[src/sv/spci_pkg.sv]
`timescale 1ns / 1ps
// ----------------------------------------------------------------------------
// spci_pkg: shared types and constants of the sorted pair count indexer
// Word layouts of the input, output and internal job queue, register indexes.
// ----------------------------------------------------------------------------
package spci_pkg;

  localparam int unsigned IdWidth     = 24;
  localparam int unsigned CountWidth  = 31;
  localparam int unsigned PosWidth    = IdWidth + 1;
  localparam int unsigned OffsetWidth = 32;
  localparam int unsigned PartWidth   = 16;
  localparam int unsigned CfgIdxWidth = 8;
  localparam int unsigned CfgDataWidth = 32;

  // job queue between front and back
  localparam int unsigned QueueDepth = 4;
  localparam int unsigned QueuePtrW  = $clog2(QueueDepth);

  // register indexes
  localparam logic [CfgIdxWidth-1:0] RegMinCount = CfgIdxWidth'(0);
  localparam logic [CfgIdxWidth-1:0] RegNoSum    = CfgIdxWidth'(1);

  // input commands
  localparam logic CmdPair = 1'b0;
  localparam logic CmdEnd  = 1'b1;

  typedef enum logic [1:0] {
    KIND_RECORD = 2'd0,
    KIND_FILL   = 2'd1,
    KIND_PART   = 2'd2
  } kind_e;

  typedef struct packed {
    logic                  command;
    logic [IdWidth-1:0]    first_id;
    logic [IdWidth-1:0]    second_id;
    logic [CountWidth-1:0] item_count;
  } in_word_t;

  typedef struct packed {
    kind_e                  kind;
    logic [IdWidth-1:0]     rec_second;
    logic [CountWidth-1:0]  rec_count;
    logic [OffsetWidth-1:0] fill_offset;
    logic [PosWidth-1:0]    pos_from;
    logic [PosWidth-1:0]    pos_to;
    logic [PartWidth-1:0]   part_number;
    logic                   last;
  } out_word_t;

  // One classified item: up to four results, emitted in field order
  // record, closing fill of old part, part start, index fill.
  typedef struct packed {
    logic                   rec_en;
    logic [IdWidth-1:0]     rec_second;
    logic [CountWidth-1:0]  rec_count;
    logic                   split_en;
    logic [OffsetWidth-1:0] split_offset;
    logic [PosWidth-1:0]    split_pos;
    logic                   fill_en;
    logic [OffsetWidth-1:0] fill_offset;
    logic [PosWidth-1:0]    fill_from;
    logic [PosWidth-1:0]    fill_to;
    logic [PartWidth-1:0]   old_part;
    logic [PartWidth-1:0]   new_part;
  } job_t;

  // result slots of a job
  localparam int unsigned SlotRec   = 0;
  localparam int unsigned SlotClose = 1;
  localparam int unsigned SlotPart  = 2;
  localparam int unsigned SlotFill  = 3;
  localparam int unsigned NumSlots  = 4;

endpackage

[src/sv/sorted_pair_count_indexer_unit.sv]
`timescale 1ns / 1ps
// ----------------------------------------------------------------------------
// sorted_pair_count_indexer_unit: bigram count merger and index builder
// Merges sorted (first, second, count) pairs, emits count records, index
// fills and part starts.
// ----------------------------------------------------------------------------
//
//  port group   dir   handshake                 word
//  ----------   ---   -----------------------   -------------------------
//  in           in    in_valid_i / in_ready_o   in_data_i  (in_word_t)
//  out          out   out_valid_o / out_ready_i out_data_o (out_word_t)
//  cfg          in    cfg_valid_i / cfg_ready_o cfg_index_i, cfg_data_i
//
//  The front classifies one input word per cycle and updates the stream state
//  in the same cycle; in_ready_o drops only while the job queue is full.
//  Each input word yields zero to four output words; the back part issues one
//  output word per cycle while the output is not stalled. An accepted job is
//  written into the queue and from its head into the output register, which
//  loads only while empty or being taken. Reset clears the stream state, the
//  config registers, valid flags and queue pointers; there is no clearing pass.
//  A stalled output holds the output register and fills the queue behind it.
//  cfg_ready_o is always high; writes to unknown indexes are dropped.
//
module sorted_pair_count_indexer_unit (
  input  logic                              clk_i,
  input  logic                              rst_ni,
  input  logic                              in_valid_i,
  output logic                              in_ready_o,
  input  spci_pkg::in_word_t                in_data_i,
  output logic                              out_valid_o,
  input  logic                              out_ready_i,
  output spci_pkg::out_word_t               out_data_o,
  input  logic                              cfg_valid_i,
  output logic                              cfg_ready_o,
  input  logic [spci_pkg::CfgIdxWidth-1:0]  cfg_index_i,
  input  logic [spci_pkg::CfgDataWidth-1:0] cfg_data_i
);
  import spci_pkg::*;

  logic push;
  logic pop;
  logic q_full;
  logic q_valid;
  job_t job_in;
  job_t job_head;

  assign in_ready_o = !q_full;

  // front: stream state, merge and classification
  spci_front u_front (
    .clk_i       (clk_i),
    .rst_ni      (rst_ni),
    .in_valid_i  (in_valid_i),
    .in_ready_i  (in_ready_o),
    .in_data_i   (in_data_i),
    .cfg_valid_i (cfg_valid_i),
    .cfg_ready_o (cfg_ready_o),
    .cfg_index_i (cfg_index_i),
    .cfg_data_i  (cfg_data_i),
    .push_o      (push),
    .job_o       (job_in)
  );

  // decoupling queue; items with no result never enter it
  spci_queue u_queue (
    .clk_i   (clk_i),
    .rst_ni  (rst_ni),
    .push_i  (push),
    .job_i   (job_in),
    .full_o  (q_full),
    .valid_o (q_valid),
    .head_o  (job_head),
    .pop_i   (pop)
  );

  // back: expands the head job into result words
  spci_back u_back (
    .clk_i        (clk_i),
    .rst_ni       (rst_ni),
    .head_valid_i (q_valid),
    .head_i       (job_head),
    .pop_o        (pop),
    .out_valid_o  (out_valid_o),
    .out_ready_i  (out_ready_i),
    .out_data_o   (out_data_o)
  );

endmodule

[src/sv/spci_front.sv]
`timescale 1ns / 1ps
// ----------------------------------------------------------------------------
// spci_front: item classifier
// Holds pending pair and stream state; one item per ready cycle becomes a job.
// ----------------------------------------------------------------------------
module spci_front (
  input  logic                                clk_i,
  input  logic                                rst_ni,
  input  logic                                in_valid_i,
  input  logic                                in_ready_i,
  input  spci_pkg::in_word_t                  in_data_i,
  input  logic                                cfg_valid_i,
  output logic                                cfg_ready_o,
  input  logic [spci_pkg::CfgIdxWidth-1:0]    cfg_index_i,
  input  logic [spci_pkg::CfgDataWidth-1:0]   cfg_data_i,
  output logic                                push_o,
  output spci_pkg::job_t                      job_o
);
  import spci_pkg::*;

  logic [CountWidth-1:0]  min_count_q;
  logic                   no_sum_q;
  logic                   have_q, have_d;
  logic [IdWidth-1:0]     prev_first_q, prev_first_d;
  logic [IdWidth-1:0]     prev_second_q, prev_second_d;
  logic [CountWidth-1:0]  prev_count_q, prev_count_d;
  logic [OffsetWidth-1:0] offset_q, offset_d;
  logic [PosWidth-1:0]    pos_q, pos_d;
  logic [PartWidth-1:0]   part_q, part_d;

  logic                   accept;
  logic                   rec_ok;
  logic                   eq_first;
  logic [OffsetWidth-1:0] off_flushed;
  logic [PosWidth-1:0]    upto;
  logic [PosWidth-1:0]    base_pos;
  logic [PosWidth-1:0]    top_pos;
  logic [CountWidth:0]    sum;
  job_t                   job;

  assign accept      = in_valid_i && in_ready_i;
  assign cfg_ready_o = 1'b1;
  assign rec_ok      = prev_count_q >= min_count_q;
  assign eq_first    = have_q && (prev_first_q == in_data_i.first_id);
  assign sum         = {1'b0, prev_count_q} + {1'b0, in_data_i.item_count};

  always_comb begin
    job           = '0;
    job.old_part  = part_q;
    job.new_part  = part_q;
    have_d        = have_q;
    prev_first_d  = prev_first_q;
    prev_second_d = prev_second_q;
    prev_count_d  = prev_count_q;
    offset_d      = offset_q;
    pos_d         = pos_q;
    part_d        = part_q;
    upto          = '0;
    base_pos      = pos_q;
    top_pos       = pos_q;
    off_flushed   = offset_q;

    job.rec_second = prev_second_q;
    job.rec_count  = prev_count_q;

    priority if (in_data_i.command == CmdEnd) begin
      job.rec_en  = have_q && rec_ok;
      off_flushed = job.rec_en ? offset_q + OffsetWidth'(1) : offset_q;
      upto        = have_q ? PosWidth'(prev_first_q) + PosWidth'(1) : '0;
      top_pos     = (pos_q > upto) ? pos_q : upto;
      job.fill_en     = 1'b1;
      job.fill_offset = off_flushed;
      job.fill_from   = pos_q;
      job.fill_to     = top_pos;
      // stream state back to its reset value
      have_d        = 1'b0;
      prev_first_d  = '0;
      prev_second_d = '0;
      prev_count_d  = '0;
      offset_d      = '0;
      pos_d         = '0;
      part_d        = '0;
    end else if (!eq_first) begin
      job.rec_en   = have_q && rec_ok;
      off_flushed  = job.rec_en ? offset_q + OffsetWidth'(1) : offset_q;
      job.split_en = have_q && (prev_first_q > in_data_i.first_id);
      job.split_offset = off_flushed;
      job.split_pos    = pos_q;
      if (job.split_en) begin
        job.new_part = part_q + PartWidth'(1);
        base_pos     = '0;
        offset_d     = '0;
      end else begin
        offset_d     = off_flushed;
      end
      top_pos = (base_pos > PosWidth'(in_data_i.first_id)) ? base_pos
                                                           : PosWidth'(in_data_i.first_id);
      job.fill_en     = 1'b1;
      job.fill_offset = offset_d;
      job.fill_from   = base_pos;
      job.fill_to     = top_pos;
      pos_d           = top_pos + PosWidth'(1);
      part_d          = job.new_part;
      have_d          = 1'b1;
      prev_first_d    = in_data_i.first_id;
      prev_second_d   = in_data_i.second_id;
      prev_count_d    = in_data_i.item_count;
    end else if (no_sum_q || (prev_second_q != in_data_i.second_id)) begin
      job.rec_en    = rec_ok;
      offset_d      = rec_ok ? offset_q + OffsetWidth'(1) : offset_q;
      prev_second_d = in_data_i.second_id;
      prev_count_d  = in_data_i.item_count;
    end else begin
      // saturating merge of an equal pair
      prev_count_d = sum[CountWidth] ? '1 : sum[CountWidth-1:0];
    end
  end

  assign job_o  = job;
  assign push_o = accept && (job.rec_en || job.split_en || job.fill_en);

  always_ff @(posedge clk_i or negedge rst_ni) begin
    if (!rst_ni) begin
      min_count_q   <= '0;
      no_sum_q      <= 1'b0;
      have_q        <= 1'b0;
      prev_first_q  <= '0;
      prev_second_q <= '0;
      prev_count_q  <= '0;
      offset_q      <= '0;
      pos_q         <= '0;
      part_q        <= '0;
    end else begin
      if (cfg_valid_i) begin
        if (cfg_index_i == RegMinCount) begin
          min_count_q <= cfg_data_i[CountWidth-1:0];
        end else if (cfg_index_i == RegNoSum) begin
          no_sum_q <= cfg_data_i[0];
        end
      end
      if (accept) begin
        have_q        <= have_d;
        prev_first_q  <= prev_first_d;
        prev_second_q <= prev_second_d;
        prev_count_q  <= prev_count_d;
        offset_q      <= offset_d;
        pos_q         <= pos_d;
        part_q        <= part_d;
      end
    end
  end

  a_end_clears: assert property (@(posedge clk_i) disable iff (!rst_ni)
    accept && (in_data_i.command == CmdEnd) |=> !have_q && (part_q == '0))
    else $error("end command left stream state behind");

  a_split_needs_fill: assert property (@(posedge clk_i) disable iff (!rst_ni)
    push_o && job.split_en |-> job.fill_en && (job.fill_from == '0))
    else $error("part change without restarted fill");

endmodule

[src/sv/spci_queue.sv]
`timescale 1ns / 1ps
// ----------------------------------------------------------------------------
// spci_queue: job queue
// Short FIFO of classified jobs between the front and back parts.
// ----------------------------------------------------------------------------
module spci_queue (
  input  logic           clk_i,
  input  logic           rst_ni,
  input  logic           push_i,
  input  spci_pkg::job_t job_i,
  output logic           full_o,
  output logic           valid_o,
  output spci_pkg::job_t head_o,
  input  logic           pop_i
);
  import spci_pkg::*;

  job_t                 mem_q [QueueDepth];
  logic [QueuePtrW-1:0] wr_ptr_q, rd_ptr_q;
  logic [QueuePtrW:0]   count_q;

  assign full_o  = count_q == (QueuePtrW+1)'(QueueDepth);
  assign valid_o = count_q != '0;
  assign head_o  = mem_q[rd_ptr_q];

  always_ff @(posedge clk_i) begin
    if (push_i) begin
      mem_q[wr_ptr_q] <= job_i;
    end
  end

  always_ff @(posedge clk_i or negedge rst_ni) begin
    if (!rst_ni) begin
      wr_ptr_q <= '0;
      rd_ptr_q <= '0;
      count_q  <= '0;
    end else begin
      if (push_i) begin
        wr_ptr_q <= wr_ptr_q + QueuePtrW'(1);
      end
      if (pop_i) begin
        rd_ptr_q <= rd_ptr_q + QueuePtrW'(1);
      end
      if (push_i && !pop_i) begin
        count_q <= count_q + (QueuePtrW+1)'(1);
      end else if (pop_i && !push_i) begin
        count_q <= count_q - (QueuePtrW+1)'(1);
      end
    end
  end

  a_no_overflow: assert property (@(posedge clk_i) disable iff (!rst_ni)
    push_i |-> !full_o)
    else $error("push into full job queue");

  a_no_underflow: assert property (@(posedge clk_i) disable iff (!rst_ni)
    pop_i |-> valid_o)
    else $error("pop from empty job queue");

endmodule

[src/sv/spci_back.sv]
`timescale 1ns / 1ps
// ----------------------------------------------------------------------------
// spci_back: result sequencer
// Walks the head job's slots, one result word per cycle unless stalled.
// ----------------------------------------------------------------------------
module spci_back (
  input  logic                clk_i,
  input  logic                rst_ni,
  input  logic                head_valid_i,
  input  spci_pkg::job_t      head_i,
  output logic                pop_o,
  output logic                out_valid_o,
  input  logic                out_ready_i,
  output spci_pkg::out_word_t out_data_o
);
  import spci_pkg::*;

  logic [NumSlots-1:0] done_q;
  logic [NumSlots-1:0] enables;
  logic [NumSlots-1:0] pend;
  logic [NumSlots-1:0] sel;
  logic                is_last;
  logic                load;
  logic                out_valid_q;
  out_word_t           out_data_q;
  out_word_t           res;

  assign enables[SlotRec]   = head_i.rec_en;
  assign enables[SlotClose] = head_i.split_en;
  assign enables[SlotPart]  = head_i.split_en;
  assign enables[SlotFill]  = head_i.fill_en;
  assign pend    = enables & ~done_q;
  assign sel     = pend & (~pend + NumSlots'(1));   // lowest pending slot
  assign is_last = (pend & ~sel) == '0;
  assign load    = !out_valid_q || out_ready_i;
  assign pop_o   = load && head_valid_i && is_last;

  always_comb begin
    res      = '0;
    res.last = is_last;
    priority if (sel[SlotRec]) begin
      res.kind        = KIND_RECORD;
      res.rec_second  = head_i.rec_second;
      res.rec_count   = head_i.rec_count;
      res.part_number = head_i.old_part;
    end else if (sel[SlotClose]) begin
      res.kind        = KIND_FILL;
      res.fill_offset = head_i.split_offset;
      res.pos_from    = head_i.split_pos;
      res.pos_to      = head_i.split_pos;
      res.part_number = head_i.old_part;
    end else if (sel[SlotPart]) begin
      res.kind        = KIND_PART;
      res.part_number = head_i.new_part;
    end else begin
      res.kind        = KIND_FILL;
      res.fill_offset = head_i.fill_offset;
      res.pos_from    = head_i.fill_from;
      res.pos_to      = head_i.fill_to;
      res.part_number = head_i.new_part;
    end
  end

  always_ff @(posedge clk_i) begin
    if (load && head_valid_i) begin
      out_data_q <= res;
    end
  end

  always_ff @(posedge clk_i or negedge rst_ni) begin
    if (!rst_ni) begin
      out_valid_q <= 1'b0;
      done_q      <= '0;
    end else if (load) begin
      out_valid_q <= head_valid_i;
      if (head_valid_i) begin
        done_q <= is_last ? '0 : (done_q | sel);
      end
    end
  end

  assign out_valid_o = out_valid_q;
  assign out_data_o  = out_data_q;

  a_head_has_work: assert property (@(posedge clk_i) disable iff (!rst_ni)
    head_valid_i |-> pend != '0)
    else $error("queued job with no result left");

  a_pop_marks_last: assert property (@(posedge clk_i) disable iff (!rst_ni)
    pop_o |=> out_valid_q && out_data_q.last)
    else $error("job retired without a last word");

endmodule
[config.mk]
export PLATFORM = sky130hd
export DESIGN_NAME = sorted_pair_count_indexer_unit
export DESIGN_NICKNAME = d
export VERILOG_FILES = /design/src/sv/spci_pkg.sv /design/src/sv/sorted_pair_count_indexer_unit.sv /design/src/sv/spci_front.sv /design/src/sv/spci_queue.sv /design/src/sv/spci_back.sv
export SDC_FILE = /design/constraint.sdc
export NUM_CORES = 2
export LEC_CHECK = 0
export BUFFER_PORTS_ARGS = -buffer_cell sky130_fd_sc_hd__buf_2
export CORE_MARGIN = 4
export CORE_UTILIZATION = 51
export DETAILED_ROUTE_END_ITERATION = 16
export GPL_ROUTABILITY_DRIVEN = 0
export PLACE_DENSITY_LB_ADDON = 0.15
export SYNTH_ARGS = -nofsm -noshare
export SYNTH_HDL_FRONTEND = slang
export SYNTH_SLANG_ARGS = --single-unit
[constraint.sdc]
create_clock -name clk_i -period 26.5 [get_ports clk_i]
set_input_delay 2.65 -clock clk_i [delete_from_list [all_inputs] [get_ports clk_i]]
set_output_delay 2.65 -clock clk_i [all_outputs]
set_load 0.05 [all_outputs]
[After elaboration in Yosys (flattened, before gate mapping)]
Memory sizes are Yosys's and may differ from the RTL's.
Cells that the tools add are included.
W data, S select, Z words.
Word-level totals
  RAM bits: 916
  logic and storage cells: 126
  output and inout bits: 159
  register bits after elaboration: 353
  input bits: 125
  memories kept: 1
Operators by class
  equal/unequal tests: 7
  add/subtract/negate cells: 10
  magnitude comparators: 4
  reductions and logical operators: 28
  bitwise operators: 8
  mux-type cells: 45
Memory list
  u_queue.mem_q: depth 4, bits a word 229, read ports 1, clocked after memory_dff 0, write ports 1, RTL line spci_queue.sv:18  | job_t mem_q [QueueDepth];
Operators by type and width (number)
  $mux W25: 8
  $mux W32: 6
  $mux W141: 1
  $mux W31: 4
  $mux W24: 5
  $mux W98: 1
  $mux W83: 1
  $mux W82: 1
  $mux W16: 5
  $mux W58: 1
  $add A31 B31 Y32: 1
  $add A32 B1 Y32 const B: 1
  $ge A31 B31 Y1: 1
  $add A24 B1 Y25 const B: 1
  $add A25 B1 Y25 const B: 1
  $gt A25 B24 Y1: 1
  $gt A25 B25 Y1: 1
  $eq A24 B24 Y1: 1
  $gt A24 B24 Y1: 1
  $ne A24 B24 Y1: 1
  $add A16 B1 Y16 const B: 1
  $and A4 B4 Y4: 3
  $not A4 Y4: 3
  $logic_and A1 B1 Y1: 9
  24 further kinds: 43

[Longest topological paths before layout]
  word-level depth: 16
  depth in mapped cells: 33

[Modules after synthesis]
From an unflattened synthesis, not the netlist that was laid out.
Unflattened totals
  cells, all modules: 3658
  area, all modules: 55725.9 µm²
Modules (own cells, without submodules)
  spci_queue: instances 1, seq. area each 27681.5 µm², area each 33455.8 µm², cells each 1231
  spci_front: instances 1, seq. area each 4629.4 µm², area each 15721.3 µm², cells each 2046
  spci_back: instances 1, seq. area each 4809.6 µm², area each 6545.0 µm², cells each 380
  sorted_pair_count_indexer_unit: instances 1, seq. area each 0.0 µm², area each 3.8 µm², cells each 1

[Worst setup path before layout]
Ideal clock, no wire load.
  kind: input port to flip-flop
  start point: input out_ready_i
  end point: register u_queue.count_q[1]
  buffers on the path: 1
  arrival: 12.043 ns
  stages on the path: 9
  setup slack: 14.332 ns
  path through: inv_1 -> a21oi_1 -> and2_1 -> clkbuf_1 -> inv_1 -> ha_1 -> inv_1 -> fa_1 -> mux2_2
On the way
  cells in the longest elaborated chain, start to end: 6
RTL lines
  start: declaration: RTL line sorted_pair_count_indexer_unit.sv:31  | input logic out_ready_i,
  $logic_or A1 B1 Y1 *: RTL line spci_back.sv:35  | assign load = !out_valid_q || out_ready_i;
  $logic_and A1 B1 Y1 * (2 in series): RTL line spci_back.sv:36  | assign pop_o = load && head_valid_i && is_last;
  $logic_not A1 Y1: RTL line spci_queue.sv:44  | if (push_i && !pop_i) begin
  $logic_and A1 B1 Y1: RTL line spci_queue.sv:44
  $mux W3 or $reduce_bool A2 Y1 (tied branches)
  end signal: assignment: RTL line spci_queue.sv:45  | count_q <= count_q + (QueuePtrW+1)'(1);
  end signal: assignment: RTL line spci_queue.sv:47  | count_q <= count_q - (QueuePtrW+1)'(1);
  end: declaration: RTL line spci_queue.sv:20  | logic [QueuePtrW:0] count_q;
Mark *: on every way between the ends. The rest lies on a longest branch, timed or not.
A chain may end at the register's enable or synchronous reset.

[Worst setup path in the final report]
  start point: input in_data_i[72] (netlist bit)
  end point: register u_front.pos_q[18]
On the way
  cells in the longest elaborated chain, start to end: 10
RTL lines
  start: declaration: RTL line sorted_pair_count_indexer_unit.sv:29  | input spci_pkg::in_word_t in_data_i,
  $gt A24 B24 Y1: RTL line spci_front.sv:86  | job.split_en = have_q && (prev_first_q > in_data_i.first_id);
  $logic_and A1 B1 Y1: RTL line spci_front.sv:86
  $mux W25: RTL line spci_front.sv:89  | if (job.split_en) begin
  $mux W25: RTL line spci_front.sv:83  | end else if (!eq_first) begin
  $mux W25: RTL line spci_front.sv:66  | priority if (in_data_i.command == CmdEnd) begin
  $gt A25 B24 Y1: RTL line spci_front.sv:96  | top_pos = (base_pos > PosWidth'(in_data_i.first_id)) ? base_pos
  $mux W25: RTL line spci_front.sv:96
  $add A25 B1 Y25: RTL line spci_front.sv:102  | pos_d = top_pos + PosWidth'(1);
  $mux W25: RTL line spci_front.sv:83
  $mux W25: RTL line spci_front.sv:66
  end signal: assignment: RTL line spci_front.sv:147  | pos_q <= pos_d;
  end: declaration: RTL line spci_front.sv:28  | logic [PosWidth-1:0] pos_q, pos_d;
Several ways; a longest one is shown, not always the timed one. The select of a mux whose other input is x is not followed.

==> impl_results.md <==
- R2r setup slk: between 15 and 20 ns
- Max-slew violation count: 0
- Crit. End Element: flop
- Share of layout cells above drive strength 1: a little under a fifth
- Antenna Nets Post-Route: 0
- H-tree levels: 4
- Flop pwr share: 40.9%
- Final Non-Filler Cells: 5,558
- Outcome: finished clean
- Drt total wl: roughly 130,000 um
- DRC: 0
- Setup CP Type: primary input to flop
- Top cells by area, synth: edfxtp_1 58%, dfrtp_1 8.9%, mux4_2 7.3%
- DR vias: 32.51k
- R2R Path End: u_front.pos_q[18]$_DFFE_PN0P_
- Reg2reg start: u_front.prev_first_q[17]$_DFFE_PN0P_
- Post-cts resize count: 0
- Register bit total from synthesis: ~1.3k
- CTS Root Cell: clkbuf_16
- Synth Flop Type: edfxtp_1
- Die W: 338.4 um
- Initial antenna violation count: 18
- Post-Synthesis Cell Area: 55,670 um2
- Seq/Total Area, Yosys: 66.68%
- Worst IR Drop VDD: roughly 0.090 mV
- P_leak: 23.79 nW
- Net Sw Frac: a little over a third
- Ys async rst share: around 16%
- Gate power share: between 30% and 40%
- Relative slew slack: between 10 and 15%
- Ports: roughly 280
- Setup Fix Bufs, Post-CTS: 0
- Floorplan core area: 107,700 um2
- Fin nets: ~4.3k
- Clock share of power: 25.3%
- Vias/cell: 5.850
- Clock Latency Late Sink: 0.73 ns
- CTS Hold Buffers Added: 0
- RSZ-0062 raised after global routing: no
- Hold WC Path Type: flop to flop
- Post-synth EDFFs: 1,072
- Final Critical Period: 8.593 ns
- Worst setup SP type: primary input
- Fmax: roughly 120 MHz
- Clk sinks: between 1k and 1.5k
- Ys Warns: 0
- Worst EP arrival: 9.18 ns
- Cells after Synth: roughly 3.8k
- Max FO, Critical Path: 46
- Clock skew: 0.02104 ns
- Max Cap Viol: 0
- Share of the synthesized area in the top cell type: 57.82%
- Worst setup path endpoint: u_front.pos_q[18]$_DFFE_PN0P_
- Yosys top cell by area: edfxtp_1
- Most common cell in the netlist: edfxtp_1
- Num rows: 120
- Area Growth Syn to Fin: 13.22%
- R2R depth: 22
- Post-Place Cells: 5,307
- Netlist cell types: 93
- WHS: 0.5066 ns
- Sw power: 2.584 mW
- Post-Syn Nets: between 4k and 5k
- Power Density: 115.9 nW/um2
- Post-synth top cells: 1,072 x edfxtp_1, 370 x nand2_1, 303 x nor2_1
- Iteration-0 DRC Markers: roughly 2.4k
- Worst-path clk slew: 0.06 ns
- Final setup fails: 0
- First-pass GRT wire length: 199,900 um
- Initial Utilization: 51.72%
- Pint: 4.721 mW
- Average size of a mapped cell: 14.79 um2
- DR pass1 iterations: 5
- Slew @ Worst Pin: between 1 and 1.5 ns
- Grt ovf: 0
- Total global-route track usage: 22.61%
- Number of global-route vias before repair: 33.12k
- Pin count of the biggest net entering global routing: ~140
- CTS tree: done
- Total CTS buffers: 136
- Worst EP required: 27.08 ns
- Final TNS setup: 0 ns
- Buffers on Ports: 281
- Endpoints failing hold: 0
- CP Launch Point: in_data_i[72]
- DP Wirelength: 78,690 um
- Period utilization: 32.43%
- Chip height: 338.4 um
- Avg WL per Cell: 23.30 um
- Die area: 114,500 um2
- Clk buf depth: 3
## flip-flops by register name, summed over array words and instances (netlist names), 3 cells and up
signal                 cells
u_front.prev_first_q      24
u_back.done_q              4
u_front.part_q            16
u_front.prev_count_q      31
u_front.pos_q             25
u_front.prev_second_q     24
u_front.min_count_q       31
u_front.offset_q          32
u_back.out_data_o        156
u_queue.count_q            3
u_queue.mem_q            916
## cell usage in the layout, fill, tap and decap left out, types with 38 or more instances in the layout
cell / Yosys / final
a21oi_1: 95 / 94
a22o_1: 56 / 56
buf_2: 20 / 279
buf_4: 5 / 38
clkbuf_16: 0 / 142
dfrtp_1: 197 / 195
edfxtp_1: 1072 / 1072
ha_1: 144 / 144
inv_1: 110 / 110
mux2i_1: 125 / 125
mux4_2: 181 / 181
nand2_1: 370 / 369
nand3_1: 51 / 51
nor2_1: 303 / 299
nor2b_1: 70 / 70
nor3_1: 48 / 47
o21ai_0: 110 / 110
o21ai_1: 52 / 51
xnor2_1: 69 / 69
xor2_1: 72 / 72
## kinds of logic after synthesis
logic type,share of synthesized area (%)
buffers and inverters,2.101
xor gates and xnor gates,2.218
adders and majority gates,3.326
other,0.006736
muxes,10.10
and+or+nand+nor,7.922
DFF,66.68
AOI/OAI and AO/OA,7.655
## per-layer routing
layer | GRT usage (%) | part of all wire, %
met2 | 37.20 | 49
met4 | 7.115 | 2.5
met5 | 0 | 0
met3 | 3.729 | 5.0
met1 | 31.17 | 44
## worst min path at each step
stage | startpoint | to | depth (start not counted)
after floorplan | u_back.done_q[0]$_DFFE_PN0P_ | u_back.done_q[0]$_DFFE_PN0P_ | 2
after global placement | u_back.done_q[2]$_DFFE_PN0P_ | u_back.done_q[2]$_DFFE_PN0P_ | 2
after detailed placement | u_back.done_q[2]$_DFFE_PN0P_ | u_back.done_q[2]$_DFFE_PN0P_ | 2
after CTS | u_back.done_q[2]$_DFFE_PN0P_ | u_back.done_q[2]$_DFFE_PN0P_ | 2
after global routing | u_front.offset_q[31]$_DFFE_PN0P_ | u_front.offset_q[31]$_DFFE_PN0P_ | 1
final | u_back.done_q[3]$_DFFE_PN0P_ | u_back.done_q[3]$_DFFE_PN0P_ | 1
## cell type report
class / count / area [um2]
Sequential cell: 1269 / 37130
Multi-Input combinational cell: 2199 / 17500
Timing Repair Buffer: 325 / 1837
Antenna cell: 12 / 30.03
Tap cell: 1403 / 1755
Clock inverter: 51 / 533.0
Clock buffer: 188 / 3836
Fill cell: 8343 / 44620
Inverter: 111 / 416.7
## metrics by stage
step	worst slack (ns)	cell area, um2	total power, mW	util (%)
floorplan	14.33	55670	4.870	-
global placement	17.35	58640	5.495	54.47
detailed placement	17.33	58640	5.525	54.47
CTS	18.10	63000	7.393	58.53
global route	17.55	63030	7.672	58.55
finish	17.91	63030	7.305	58.55
## worst max-delay path, cell delays in order
cell and delay [ns]:
buf_2 0.16, inv_1 0.11, ha_1 0.31, nand4_1 0.19, nor2_1 0.33, o311ai_2 0.29, a211oi_4 0.79, buf_4 0.67
nor2_1 0.16, ha_1 0.37, o211ai_1 0.10, nor2_1 0.11, o21ai_1 0.09, a31oi_1 0.23, o21ai_1 0.17, a21oi_4 0.47
a22o_1 0.29, ha_1 0.29, nand4_1 0.12, o2bb2ai_1 0.23, nand3_1 0.38, nor2_2 0.38, and3_1 0.20, o31ai_1 0.07
## power groups by stage
stage / sequential [mW] / clock, mW / combinational [mW]
2_1_floorplan: 3.48 / 0 / 1.39
3_3_place_gp: 3.01 / 0 / 2.48
3_5_place_dp: 3.03 / 0 / 2.49
4_1_cts: 2.99 / 1.89 / 2.51
5_1_grt: 3.03 / 1.98 / 2.66
6_report: 2.99 / 1.85 / 2.47
(Power assumes the default switching activity.)
